### config.mk
export PLATFORM = sky130hd
export DESIGN_NAME = thermostat_hysteresis_controller
export DESIGN_NICKNAME = d
export VERILOG_FILES = /design/src/rtl/thc_pkg.sv /design/src/rtl/thermostat_hysteresis_controller.sv
export SDC_FILE = /design/constraint.sdc
export NUM_CORES = 1
export LEC_CHECK = 0
export BUFFER_PORTS_ARGS = -buffer_cell sky130_fd_sc_hd__buf_4
export CAP_MARGIN = 20
export CORE_MARGIN = 5
export CORE_UTILIZATION = 33
export DETAILED_ROUTE_END_ITERATION = 6
export GPL_TIMING_DRIVEN = 0
export HOLD_SLACK_MARGIN = 0.06
export PLACE_DENSITY = 0.51
export SLEW_MARGIN = 20
export SYNTH_ARGS = -nofsm -noshare
export SYNTH_HDL_FRONTEND = slang
export SYNTH_SLANG_ARGS = --single-unit
### constraint.sdc
create_clock -name i_clk -period 12.1 [get_ports i_clk]
set_input_delay 0.605 -clock i_clk [delete_from_list [all_inputs] [get_ports i_clk]]
set_output_delay 0.605 -clock i_clk [all_outputs]
set_load 0.05 [all_outputs]
### src/rtl/thc_pkg.sv
// shared types and constants for the thermostat hysteresis controller
package thc_pkg;

    typedef enum logic [1:0] {
        FUNC_SAMPLE = 2'd0,
        FUNC_UP     = 2'd1,
        FUNC_DOWN   = 2'd2,
        FUNC_TICK   = 2'd3
    } t_func;

    typedef enum logic [1:0] {
        MODE_STOP = 2'd0,
        MODE_HEAT = 2'd1,
        MODE_COOL = 2'd2
    } t_mode;

    localparam logic [1:0] KIND_MEASURED = 2'd0;
    localparam logic [1:0] KIND_SETPOINT = 2'd1;
    localparam logic [1:0] KIND_FAULT    = 2'd2;

    localparam logic [2:0] REG_MARGIN = 3'd0;
    localparam logic [2:0] REG_SP_MAX = 3'd1;
    localparam logic [2:0] REG_SP_MIN = 3'd2;
    localparam logic [2:0] REG_HOLD   = 3'd3;
    localparam logic [2:0] REG_SP_START = 3'd4;

    localparam logic [3:0] MARGIN_RST = 4'd1;
    localparam logic [7:0] HOLD_RST   = 8'd5;
    localparam int         SP_MAX_RST = 30;
    localparam int         SP_MIN_RST = 5;
    localparam int         SP_START_RST = 19;

endpackage

### src/rtl/thermostat_hysteresis_controller.sv
// thermostat with hysteresis, button setpoint and display hold
// the result of an accepted word is registered in the output register, or in the skid entry while that one is held
// throughput: one word per cycle while o_stall is low; state and relay decision update in a single pass
// a two-entry output buffer keeps input accepts going while one result waits
// reset (synchronous, active low) clears state and loads the register defaults
module thermostat_hysteresis_controller #(
    parameter int TEMP_BITS = 8
) (
    input  logic                        i_clk,
    input  logic                        i_rst_n,
    input  logic                        i_valid,
    output logic                        o_stall,
    input  logic [1:0]                  i_func,
    input  logic signed [TEMP_BITS-1:0] i_sample_value,
    input  logic                        i_sample_valid,
    input  logic                        i_button_level,
    output logic                        o_valid,
    input  logic                        i_stall,
    output logic                        o_heat_on,
    output logic                        o_cool_on,
    output logic signed [TEMP_BITS-1:0] o_display_value,
    output logic [1:0]                  o_display_kind,
    output logic                        o_fault,
    input  logic                        psel,
    input  logic                        penable,
    input  logic                        pwrite,
    input  logic [4:0]                  paddr,
    input  logic [31:0]                 pwdata,
    output logic [31:0]                 prdata,
    output logic                        pready
);

    localparam int W  = TEMP_BITS;
    localparam int RW = W + 5;

    logic [3:0]          r_margin;
    logic signed [W-1:0] r_sp_max;
    logic signed [W-1:0] r_sp_min;
    logic [7:0]          r_hold_cfg;
    logic signed [W-1:0] r_sp_start;

    logic signed [W-1:0] r_setpoint;
    thc_pkg::t_mode      r_mode;
    logic signed [W-1:0] r_meas;
    logic                r_have;
    logic [7:0]          r_hold;
    logic                r_fault;

    logic signed [W-1:0] n_setpoint;
    thc_pkg::t_mode      n_mode;
    logic signed [W-1:0] n_meas;
    logic                n_have;
    logic [7:0]          n_hold;
    logic                n_fault;

    logic [RW-1:0] r_out;
    logic [RW-1:0] r_skd;
    logic          r_ov;
    logic          r_sv;
    logic [RW-1:0] w_res;

    logic w_acc;
    logic w_take;
    logic w_wr;
    logic [2:0] w_idx;

    logic signed [W+1:0] w_samp_x;
    logic signed [W+1:0] w_sp_x;
    logic signed [W+1:0] w_marg_x;
    logic signed [W:0]   w_cand;
    logic                w_cand_ok;
    logic signed [W-1:0] w_disp;
    logic [1:0]          w_kind;

    assign pready  = 1'b1;
    assign w_idx   = paddr[4:2];
    assign w_wr    = psel && penable && pwrite && pready;
    assign o_stall = r_sv;
    assign w_acc   = i_valid && !r_sv;
    assign w_take  = r_ov && !i_stall;

    always_comb begin
        unique case (w_idx)
            thc_pkg::REG_MARGIN:   prdata = {28'd0, r_margin};
            thc_pkg::REG_SP_MAX:   prdata = 32'(r_sp_max);
            thc_pkg::REG_SP_MIN:   prdata = 32'(r_sp_min);
            thc_pkg::REG_HOLD:     prdata = {24'd0, r_hold_cfg};
            thc_pkg::REG_SP_START: prdata = 32'(r_sp_start);
            default:               prdata = 32'd0;
        endcase
    end

    assign w_samp_x = (W+2)'(i_sample_value);
    assign w_sp_x   = (W+2)'(r_setpoint);
    assign w_marg_x = (W+2)'(signed'({1'b0, r_margin}));
    assign w_cand   = (i_func == thc_pkg::FUNC_UP) ? (W+1)'(r_setpoint) + (W+1)'(1)
                                                   : (W+1)'(r_setpoint) - (W+1)'(1);
    assign w_cand_ok = (w_cand < (W+1)'(r_sp_max)) && (w_cand > (W+1)'(r_sp_min));

    always_comb begin
        n_setpoint = r_setpoint;
        n_mode     = r_mode;
        n_meas     = r_meas;
        n_have     = r_have;
        n_hold     = r_hold;
        n_fault    = r_fault;
        if (!r_fault) begin
            if (i_func == thc_pkg::FUNC_SAMPLE) begin
                if (!i_sample_valid) begin
                    n_fault = 1'b1;
                    n_mode  = thc_pkg::MODE_STOP;
                end else begin
                    n_meas = i_sample_value;
                    n_have = 1'b1;
                    if (w_samp_x > w_sp_x + w_marg_x) begin
                        n_mode = thc_pkg::MODE_COOL;
                    end else if (w_samp_x < w_sp_x - w_marg_x) begin
                        n_mode = thc_pkg::MODE_HEAT;
                    end else if ((r_mode == thc_pkg::MODE_HEAT && w_samp_x >= w_sp_x) ||
                                 (r_mode == thc_pkg::MODE_COOL && w_samp_x <= w_sp_x)) begin
                        n_mode = thc_pkg::MODE_STOP;
                    end
                end
            end else if (i_func == thc_pkg::FUNC_TICK) begin
                if (r_hold != 8'd0) begin
                    n_hold = r_hold - 8'd1;
                end
            end else if (r_have) begin
                if (r_hold != 8'd0 && !i_button_level && w_cand_ok) begin
                    n_setpoint = w_cand[W-1:0];
                    priority if (r_meas > $signed(w_cand[W-1:0])) begin
                        n_mode = thc_pkg::MODE_COOL;
                    end else if (r_meas < $signed(w_cand[W-1:0])) begin
                        n_mode = thc_pkg::MODE_HEAT;
                    end else begin
                        n_mode = thc_pkg::MODE_STOP;
                    end
                end
                n_hold = (r_hold_cfg != 8'd0) ? r_hold_cfg : 8'd1;
            end
        end
    end

    always_comb begin
        priority if (n_fault) begin
            w_disp = '0;
            w_kind = thc_pkg::KIND_FAULT;
        end else if (n_hold != 8'd0) begin
            w_disp = n_setpoint;
            w_kind = thc_pkg::KIND_SETPOINT;
        end else begin
            w_disp = n_meas;
            w_kind = thc_pkg::KIND_MEASURED;
        end
    end

    assign w_res = {!n_fault && n_mode == thc_pkg::MODE_HEAT,
                    !n_fault && n_mode == thc_pkg::MODE_COOL,
                    w_disp, w_kind, n_fault};

    // configuration and controller state
    always_ff @(posedge i_clk) begin
        if (!i_rst_n) begin
            r_margin   <= thc_pkg::MARGIN_RST;
            r_sp_max   <= W'(thc_pkg::SP_MAX_RST);
            r_sp_min   <= W'(thc_pkg::SP_MIN_RST);
            r_hold_cfg <= thc_pkg::HOLD_RST;
            r_sp_start <= W'(thc_pkg::SP_START_RST);
            r_setpoint <= W'(thc_pkg::SP_START_RST);
            r_mode     <= thc_pkg::MODE_STOP;
            r_meas     <= '0;
            r_have     <= 1'b0;
            r_hold     <= 8'd0;
            r_fault    <= 1'b0;
        end else if (w_wr) begin
            unique case (w_idx)
                thc_pkg::REG_MARGIN: r_margin   <= pwdata[3:0];
                thc_pkg::REG_SP_MAX: r_sp_max   <= pwdata[W-1:0];
                thc_pkg::REG_SP_MIN: r_sp_min   <= pwdata[W-1:0];
                thc_pkg::REG_HOLD:   r_hold_cfg <= pwdata[7:0];
                thc_pkg::REG_SP_START: begin
                    r_sp_start <= pwdata[W-1:0];
                    r_setpoint <= pwdata[W-1:0];
                end
                default: ;
            endcase
        end else if (w_acc) begin
            r_setpoint <= n_setpoint;
            r_mode     <= n_mode;
            r_meas     <= n_meas;
            r_have     <= n_have;
            r_hold     <= n_hold;
            r_fault    <= n_fault;
        end
    end

    // output register with skid entry
    always_ff @(posedge i_clk) begin
        if (!i_rst_n) begin
            r_ov <= 1'b0;
            r_sv <= 1'b0;
        end else if (!r_ov || w_take) begin
            if (r_sv) begin
                r_ov <= 1'b1;
                r_sv <= w_acc;
            end else begin
                r_ov <= w_acc;
            end
        end else if (w_acc) begin
            r_sv <= 1'b1;
        end
    end

    always_ff @(posedge i_clk) begin
        if (!r_ov || w_take) begin
            if (r_sv) begin
                r_out <= r_skd;
                if (w_acc) begin
                    r_skd <= w_res;
                end
            end else if (w_acc) begin
                r_out <= w_res;
            end
        end else if (w_acc) begin
            r_skd <= w_res;
        end
    end

    assign o_valid         = r_ov;
    assign o_heat_on       = r_out[RW-1];
    assign o_cool_on       = r_out[RW-2];
    assign o_display_value = r_out[RW-3:3];
    assign o_display_kind  = r_out[2:1];
    assign o_fault         = r_out[0];

endmodule
## Yosys cells after proc, flatten, opt, wreduce, memory -nomap -nowiden

Cells that the tools add are included.

| word-level totals | value |
|---|---|
| output and inout port bits | 48 |
| word-level logic and storage cells | 123 |
| register bits | 92 |
| bits of input ports | 56 |

| cells by class | value |
|---|---|
| equality and inequality tests | 12 |
| reductions and logical operators | 35 |
| mux-type cells | 46 |
| add/sub/neg operators | 5 |
| order comparisons | 8 |
| bitwise operators | 2 |

Operators by type and width:

| cell | number |
|---|---|
| $pmux 32 s5 | 1 |
| $mux 8 | 19 |
| $mux 13 | 5 |
| $reduce_bool 8->1 | 3 |
| $mux 2 | 11 |
| $reduce_and 2->1 | 8 |
| $logic_and 1x1->1 | 11 |
| $add 8x2->9 const B | 1 |
| $add 8x5->9 | 1 |
| $gt 8x9->1 | 1 |
| $gt 9x8->1 | 1 |
| $lt 8x9->1 | 1 |
| $lt 9x8->1 | 1 |
| $mux 1 | 9 |
| $mux 9 | 1 |
| $sub 8x2->9 const B | 1 |
| $sub 8x5->9 | 1 |
| $ge 8x8->1 | 1 |
| $gt 8x8->1 | 1 |
| $le 8x8->1 | 1 |
| $lt 8x8->1 | 1 |
| $sub 8x1->8 const B | 1 |
| $eq 2x1->1 const B | 3 |
| $eq 2x2->1 const B | 3 |
| other kinds (12) | 21 |

## Logic depth before layout (Yosys ltp)

| logic depth | value |
|---|---|
| depth in word-level cells | 15 |
| mapped depth | 20 |
| depth with buffers taken out | 18 |

## Least setup slack after synthesis

Ideal clock, no wire load.

| timing path | value |
|---|---|
| path kind | input to output |
| start point | in paddr[2] |
| end point | out prdata[7] |
| path buffers | 1 |
| stages on the path | 5 |
| data arrival time | 4128 ps |
| path slack | 7367 ps |
| required time | 11495 ps |
| cells stage by stage | clkbuf_1 nor2b_1 a21oi_1 o21ai_0 a41o_1 |

| on the way | value |
|---|---|
| word-level cells in the longest chain between the ends | 2 |
| elaborated cells on any way between the ends | 6 |
| classes of those cells | eq/ne (4); mux (1); reduce/logical (1) |

Ends and longest elaborated chain:

| element | RTL line | source |
|---|---|---|
| start, declared | thermostat_hysteresis_controller.sv:27 | `input logic [4:0] paddr,` |
| $eq 3x3->1, or another cell as far along | thermostat_hysteresis_controller.sv:83 | `unique case (w_idx)` |
| $pmux 32 s5 * | thermostat_hysteresis_controller.sv:83 |  |
| end, declared | thermostat_hysteresis_controller.sv:29 | `output logic [31:0] prdata,` |

Mark *: on every way between the ends. The rest lies on a longest branch, timed or not.

## Worst setup path in the final report

| timing path | value |
|---|---|
| start point | in i_func[1] |
| end point | reg r_out[5] (data pin) |

| on the way | value |
|---|---|
| word-level cells in the longest chain between the ends | 14 |
| elaborated cells on any way between the ends | 25 |
| classes of those cells | order compare (2); eq/ne (2); mux (17); reduce/logical (4) |

Ends and longest elaborated chain:

| element | RTL line | source |
|---|---|---|
| start, declared | thermostat_hysteresis_controller.sv:13 | `input logic [1:0] i_func,` |
| $eq 2x1->1 | thermostat_hysteresis_controller.sv:96 | `assign w_cand = (i_func == thc_pkg::FUNC_UP) ? (W+1)'(r_setpoint) + (W+1)'(1)` |
| $mux 9 | thermostat_hysteresis_controller.sv:96 |  |
| $lt 9x8->1 / $gt 9x8->1 (equally long branches) | thermostat_hysteresis_controller.sv:98 | `assign w_cand_ok = (w_cand < (W+1)'(r_sp_max)) && (w_cand > (W+1)'(r_sp_min));` |
| $logic_and 1x1->1 | thermostat_hysteresis_controller.sv:98 |  |
| $logic_and 1x1->1 | thermostat_hysteresis_controller.sv:129 | `if (r_hold != 8'd0 && !i_button_level && w_cand_ok) begin` |
| $mux 8 | thermostat_hysteresis_controller.sv:129 |  |
| $mux 8 | thermostat_hysteresis_controller.sv:128 | `end else if (r_have) begin` |
| $mux 8 | thermostat_hysteresis_controller.sv:124 | `end else if (i_func == thc_pkg::FUNC_TICK) begin` |
| $mux 8 | thermostat_hysteresis_controller.sv:108 | `if (i_func == thc_pkg::FUNC_SAMPLE) begin` |
| $mux 8 | thermostat_hysteresis_controller.sv:107 | `if (!r_fault) begin` |
| $mux 8 | thermostat_hysteresis_controller.sv:148 | `end else if (n_hold != 8'd0) begin` |
| $mux 8 * | thermostat_hysteresis_controller.sv:145 | `priority if (n_fault) begin` |
| $mux 13 * | thermostat_hysteresis_controller.sv:221 | `end else if (w_acc) begin` |
| $mux 13 * | thermostat_hysteresis_controller.sv:216 | `if (r_sv) begin` |
| end signal, assigned | thermostat_hysteresis_controller.sv:217 | `r_out <= r_skd;` |
| end signal, assigned | thermostat_hysteresis_controller.sv:222 | `r_out <= w_res;` |
| end, declared | thermostat_hysteresis_controller.sv:56 | `logic [RW-1:0] r_out;` |

Mark *: on every way between the ends. The rest lies on a longest branch, timed or not. The select of a mux whose other input is x is not followed.
A chain may end at the register's enable or synchronous reset.

==> insert_results.sql <==
INSERT INTO impl_metrics (metric_group, metric, value, unit) VALUES
('clock_network', 'clock_insertion_delay_worst_skew', '0.35', 'ns'),
('drt', 'dr_total_vias', '6043', ''),
('hold_path', 'timing.hold.worst.start', 'r_sp_start[6]$_SDFFE_PN0P_', ''),
('grt', 'antenna_violations_before_repair', '0', ''),
('critical_path', 'critPathMaxStageDelay', '0.44', 'ns'),
('power_and_ir_drop', 'power.density_cell_area', '106', 'mW/mm^2'),
('critical_path', 'reg2reg_depth', '18', ''),
('critical_path', 'crit_type', 'input pin to register', ''),
('job', 'maxCapViolations', '0', ''),
('critical_path', 'worst_path_dominant_cell_family', 'compound AO/OA/AOI/OAI gates', ''),
('sta', 'finalCriticalPeriod', '5.00', 'ns'),
('critical_path', 'slowest_stage_cell_crit_path', 'sky130_fd_sc_hd__ha_1', ''),
('drt', 'met2RoutedLength', '9410', 'um'),
('drt', 'post_route_antenna_net_violation_count', '0', ''),
('synthesis', 'synth_largest_area_cell', 'sky130_fd_sc_hd__dfxtp_1', ''),
('synthesis', 'synthesis.area', '0.00679', 'mm^2'),
('critical_path', 'worstPathCellList', 'buf_2, nand2b_1, ha_1, a21o_2, o21bai_2, a21o_1, a21oi_1, xor2_1, inv_1, ha_1, nand3_1, nor2_1, o2111ai_1, a21oi_1, a311oi_2, o211ai_1, buf_2, nor3_1, a211oi_1, o31ai_1', ''),
('drt', 'postRouteWirelength', '20500', 'um'),
('floorplanning', 'start_util', '33.6', '%'),
('floorplanning', 'floorplan.die.width', '153', 'um'),
('synthesis', 'flip_flop_cell_with_the_highest_count_after_synthesis', 'sky130_fd_sc_hd__dfxtp_1', ''),
('cells_and_area', 'num_antenna_cells', '0', ''),
('drt', 'top_signal_layer_used', 'met4', ''),
('critical_path', 'crit_path_end_kind', 'register', ''),
('place', 'place.gp.congestion', '0.862', ''),
('synthesis', 'post_synth.cell_area_avg', '8.40', 'um^2'),
('outcome', 'run_status', 'finished, final reports clean', ''),
('place', 'place.detailed.hpwl', '16400', 'um'),
('sta', 'tightestPinTransition', '0.748', 'ns'),
('synthesis', 'ys_top_cells_by_count', 'sky130_fd_sc_hd__nand2_1, sky130_fd_sc_hd__dfxtp_1, sky130_fd_sc_hd__ha_1', ''),
('critical_path', 'critical_path_arrival', '5.09', 'ns'),
('synthesis', 'synthesis.nets', '928', ''),
('critical_path', 'start_kind', 'input pin', ''),
('floorplanning', 'design.portCount', '104', ''),
('drt', 'met3WireLength', '1010', 'um'),
('drt', 'first_iter_violations', '295', ''),
('sta', 'fmax', '200', 'MHz'),
('synthesis', 'cell_types_with_the_largest_area_share_after_synthesis', 'sky130_fd_sc_hd__dfxtp_1, sky130_fd_sc_hd__ha_1, sky130_fd_sc_hd__edfxtp_1', ''),
('critical_path', 'ff_to_ff_end', 'r_out[5]$_DFFE_PP_', ''),
('clock_network', 'number_of_buffers_inserted_by_post_cts_setup_repair', '0', ''),
('power_and_ir_drop', 'power.static_leakage', '3.24', 'nW'),
('critical_path', 'rrSetupSlack', '7.18', 'ns'),
('synthesis', 'synth_edf_count', '24', ''),
('critical_path', 'cp_num_buf_inv', '3', ''),
('clock_network', 'clk_pin_slew_worst_paths', '0.07', 'ns'),
('synthesis', 'synth_cells', '808', ''),
('critical_path', 'max_fo_critical_path', '10', ''),
('place', 'numPortBuffers', '73', ''),
('synthesis', 'yosys.cell_types.count', '81', ''),
('clock_network', 'hold_buffers', '0', ''),
('synthesis', 'yosysSeqAreaShare', '30.1', '%'),
('synthesis', 'synth_most_common_cell', 'sky130_fd_sc_hd__nand2_1', ''),
('synthesis', 'yosys_register_bits', '90', ''),
('sta', 'report.final.hold_viol_count', '0', ''),
('grt', 'globalRouteOverflowTotal', '0', ''),
('sta', 'fin_crit_sh', '41.3', '%'),
('drt', 'remaining_drc_errors', '0', ''),
('drt', 'detail_route.wirelength.met1', '9850', 'um'),
('drt', 'viasPerCell', '5.17', ''),
('drt', 'wl_per_cell', '17.5', 'um'),
('sta', 'final.setup_skew', '0.0122', 'ns'),
('sta', 'grt_setup_unrepaired', 'no', ''),
('place', 'dpl-instance-area', '0.00769', 'mm^2'),
('clock_network', 'number_of_buffers_inserted_during_clock_tree_synthesis', '9', ''),
('power_and_ir_drop', 'ir_drop', '0.0000673', 'V'),
('hold_path', 'min_delay_worst_endpoint', 'r_sp_start[6]$_SDFFE_PN0P_', ''),
('critical_path', 'cp.required', '12.18', 'ns'),
('cells_and_area', 'finalInstanceArea', '0.00800', 'mm^2'),
('floorplanning', 'floorplan.rows', '52', ''),
('cells_and_area', 'num-fill-cells', '2103', ''),
('floorplanning', 'core_area', '0.0202', 'mm^2');
worst register-to-register path, delay by kind of cell (launching register included):
family / cells / cell delay (ns)
flip-flops: 1 / 0.62
AO/OA/AOI/OAI: 8 / 1.60
adder cells (fa/ha/maj): 2 / 0.91
AND/OR/NAND/NOR: 5 / 0.62
buffers and inverters: 2 / 0.63
multiplexers: 1 / 0.29
cells by family (layout without fill, tap and decap cells):
kind of cell	count (synthesis)	count (layout)	share of synthesized area [%]
compound gates	218	218	23.0
xor+xnor	20	20	2.89
fa+ha+maj	65	65	12.3
buf+inv	106	197	7.48
flops	90	90	30.1
mux	26	26	4.15
other cells	1	1	0.0552
simple gates	282	282	20.1
report_power, final:
part / switching, mW / internal [mW]
Sequential: 0.00906 / 0.325
Clock: 0.129 / 0.154
Combinational: 0.143 / 0.0876
worst max path at each step:
stage,from,endpoint,depth (start not counted),slack (ns)
finish,i_func[1],r_out[5]$_DFFE_PP_,20,7.10
detailed placement,i_func[1],r_out[5]$_DFFE_PP_,20,6.75
floorplan,paddr[2],prdata[7],5,7.37
CTS,i_func[1],r_out[5]$_DFFE_PP_,20,7.12
global placement,i_func[1],r_out[5]$_DFFE_PP_,20,6.74
global route,i_func[1],r_skd[10]$_DFFE_PP_,20,6.89
cells in the final DEF, fill, tap and decap left out, types with 4 or more instances in the layout:
master,count
sky130_fd_sc_hd__mux2_2,7
sky130_fd_sc_hd__dfxtp_1,66
sky130_fd_sc_hd__nand2_1,113
sky130_fd_sc_hd__mux2i_1,18
sky130_fd_sc_hd__xnor2_1,14
sky130_fd_sc_hd__o31ai_1,10
sky130_fd_sc_hd__ha_1,61
sky130_fd_sc_hd__o211ai_1,15
sky130_fd_sc_hd__o21a_1,10
sky130_fd_sc_hd__edfxtp_1,24
sky130_fd_sc_hd__and2_1,5
sky130_fd_sc_hd__nor2_1,49
sky130_fd_sc_hd__o22ai_1,6
sky130_fd_sc_hd__o211a_1,8
sky130_fd_sc_hd__a31oi_1,4
sky130_fd_sc_hd__clkbuf_1,29
sky130_fd_sc_hd__a21o_1,8
sky130_fd_sc_hd__o21ai_0,39
sky130_fd_sc_hd__nand4_1,7
sky130_fd_sc_hd__nor3b_1,5
sky130_fd_sc_hd__nand2b_1,10
sky130_fd_sc_hd__xor2_1,4
sky130_fd_sc_hd__o21bai_1,5
sky130_fd_sc_hd__a211oi_1,10
sky130_fd_sc_hd__a21boi_0,21
sky130_fd_sc_hd__nor2b_1,20
sky130_fd_sc_hd__clkbuf_16,10
sky130_fd_sc_hd__nand3_1,13
sky130_fd_sc_hd__or2_2,4
sky130_fd_sc_hd__buf_4,100
sky130_fd_sc_hd__a221oi_1,7
sky130_fd_sc_hd__o2111ai_1,4
sky130_fd_sc_hd__nor3_1,23
sky130_fd_sc_hd__and3_1,12
sky130_fd_sc_hd__a21oi_1,35
sky130_fd_sc_hd__inv_1,46
sky130_fd_sc_hd__nor4_1,7
sky130_fd_sc_hd__buf_2,4
state kept, by name (all words and copies together) (netlist names):
| register | flops |
|---|---|
| r_fault | 1 |
| r_hold | 8 |
| r_skd | 12 |
| r_sp_max | 8 |
| r_out | 12 |
| r_sp_start | 8 |
| r_margin | 4 |
| o_stall | 1 |
| r_meas | 8 |
| r_hold_cfg | 8 |
| r_have | 1 |
| r_setpoint | 8 |
| r_mode | 2 |
| o_valid | 1 |
| r_sp_min | 8 |
area by class of cell:
cell class,count,share of cell area [%]
clock inverters,6,0.563
plain buffers,60,4.19
repair buffers,75,7.09
well taps,270,4.22
clock buffers,10,3.13
flip-flops and latches,90,25.5
multi-input cells,612,53.1
inverters,46,2.16
through the flow:
stage	util [%]	setup WS (ns)	std cells	hold slack [ns]	power [mW]
after floorplan	-	7.37	808	0.426	0.502
after global placement	37.9	6.74	1151	0.446	0.570
after detailed placement	38.0	6.75	1152	0.456	0.571
after CTS	39.5	7.12	1168	0.470	0.854
after global routing	39.5	6.89	1169	0.500	0.893
final	39.5	7.10	1169	0.471	0.847
per-layer routing:
metal | vias to the layer above | GRT usage [%]
li1 | 3076 | -
met1 | 2797 | 24.0
met2 | 154 | 29.0
met3 | 16 | 3.39
met4 | 0 | 3.07
met5 | - | 0
Power figures use the tool's default switching activity.
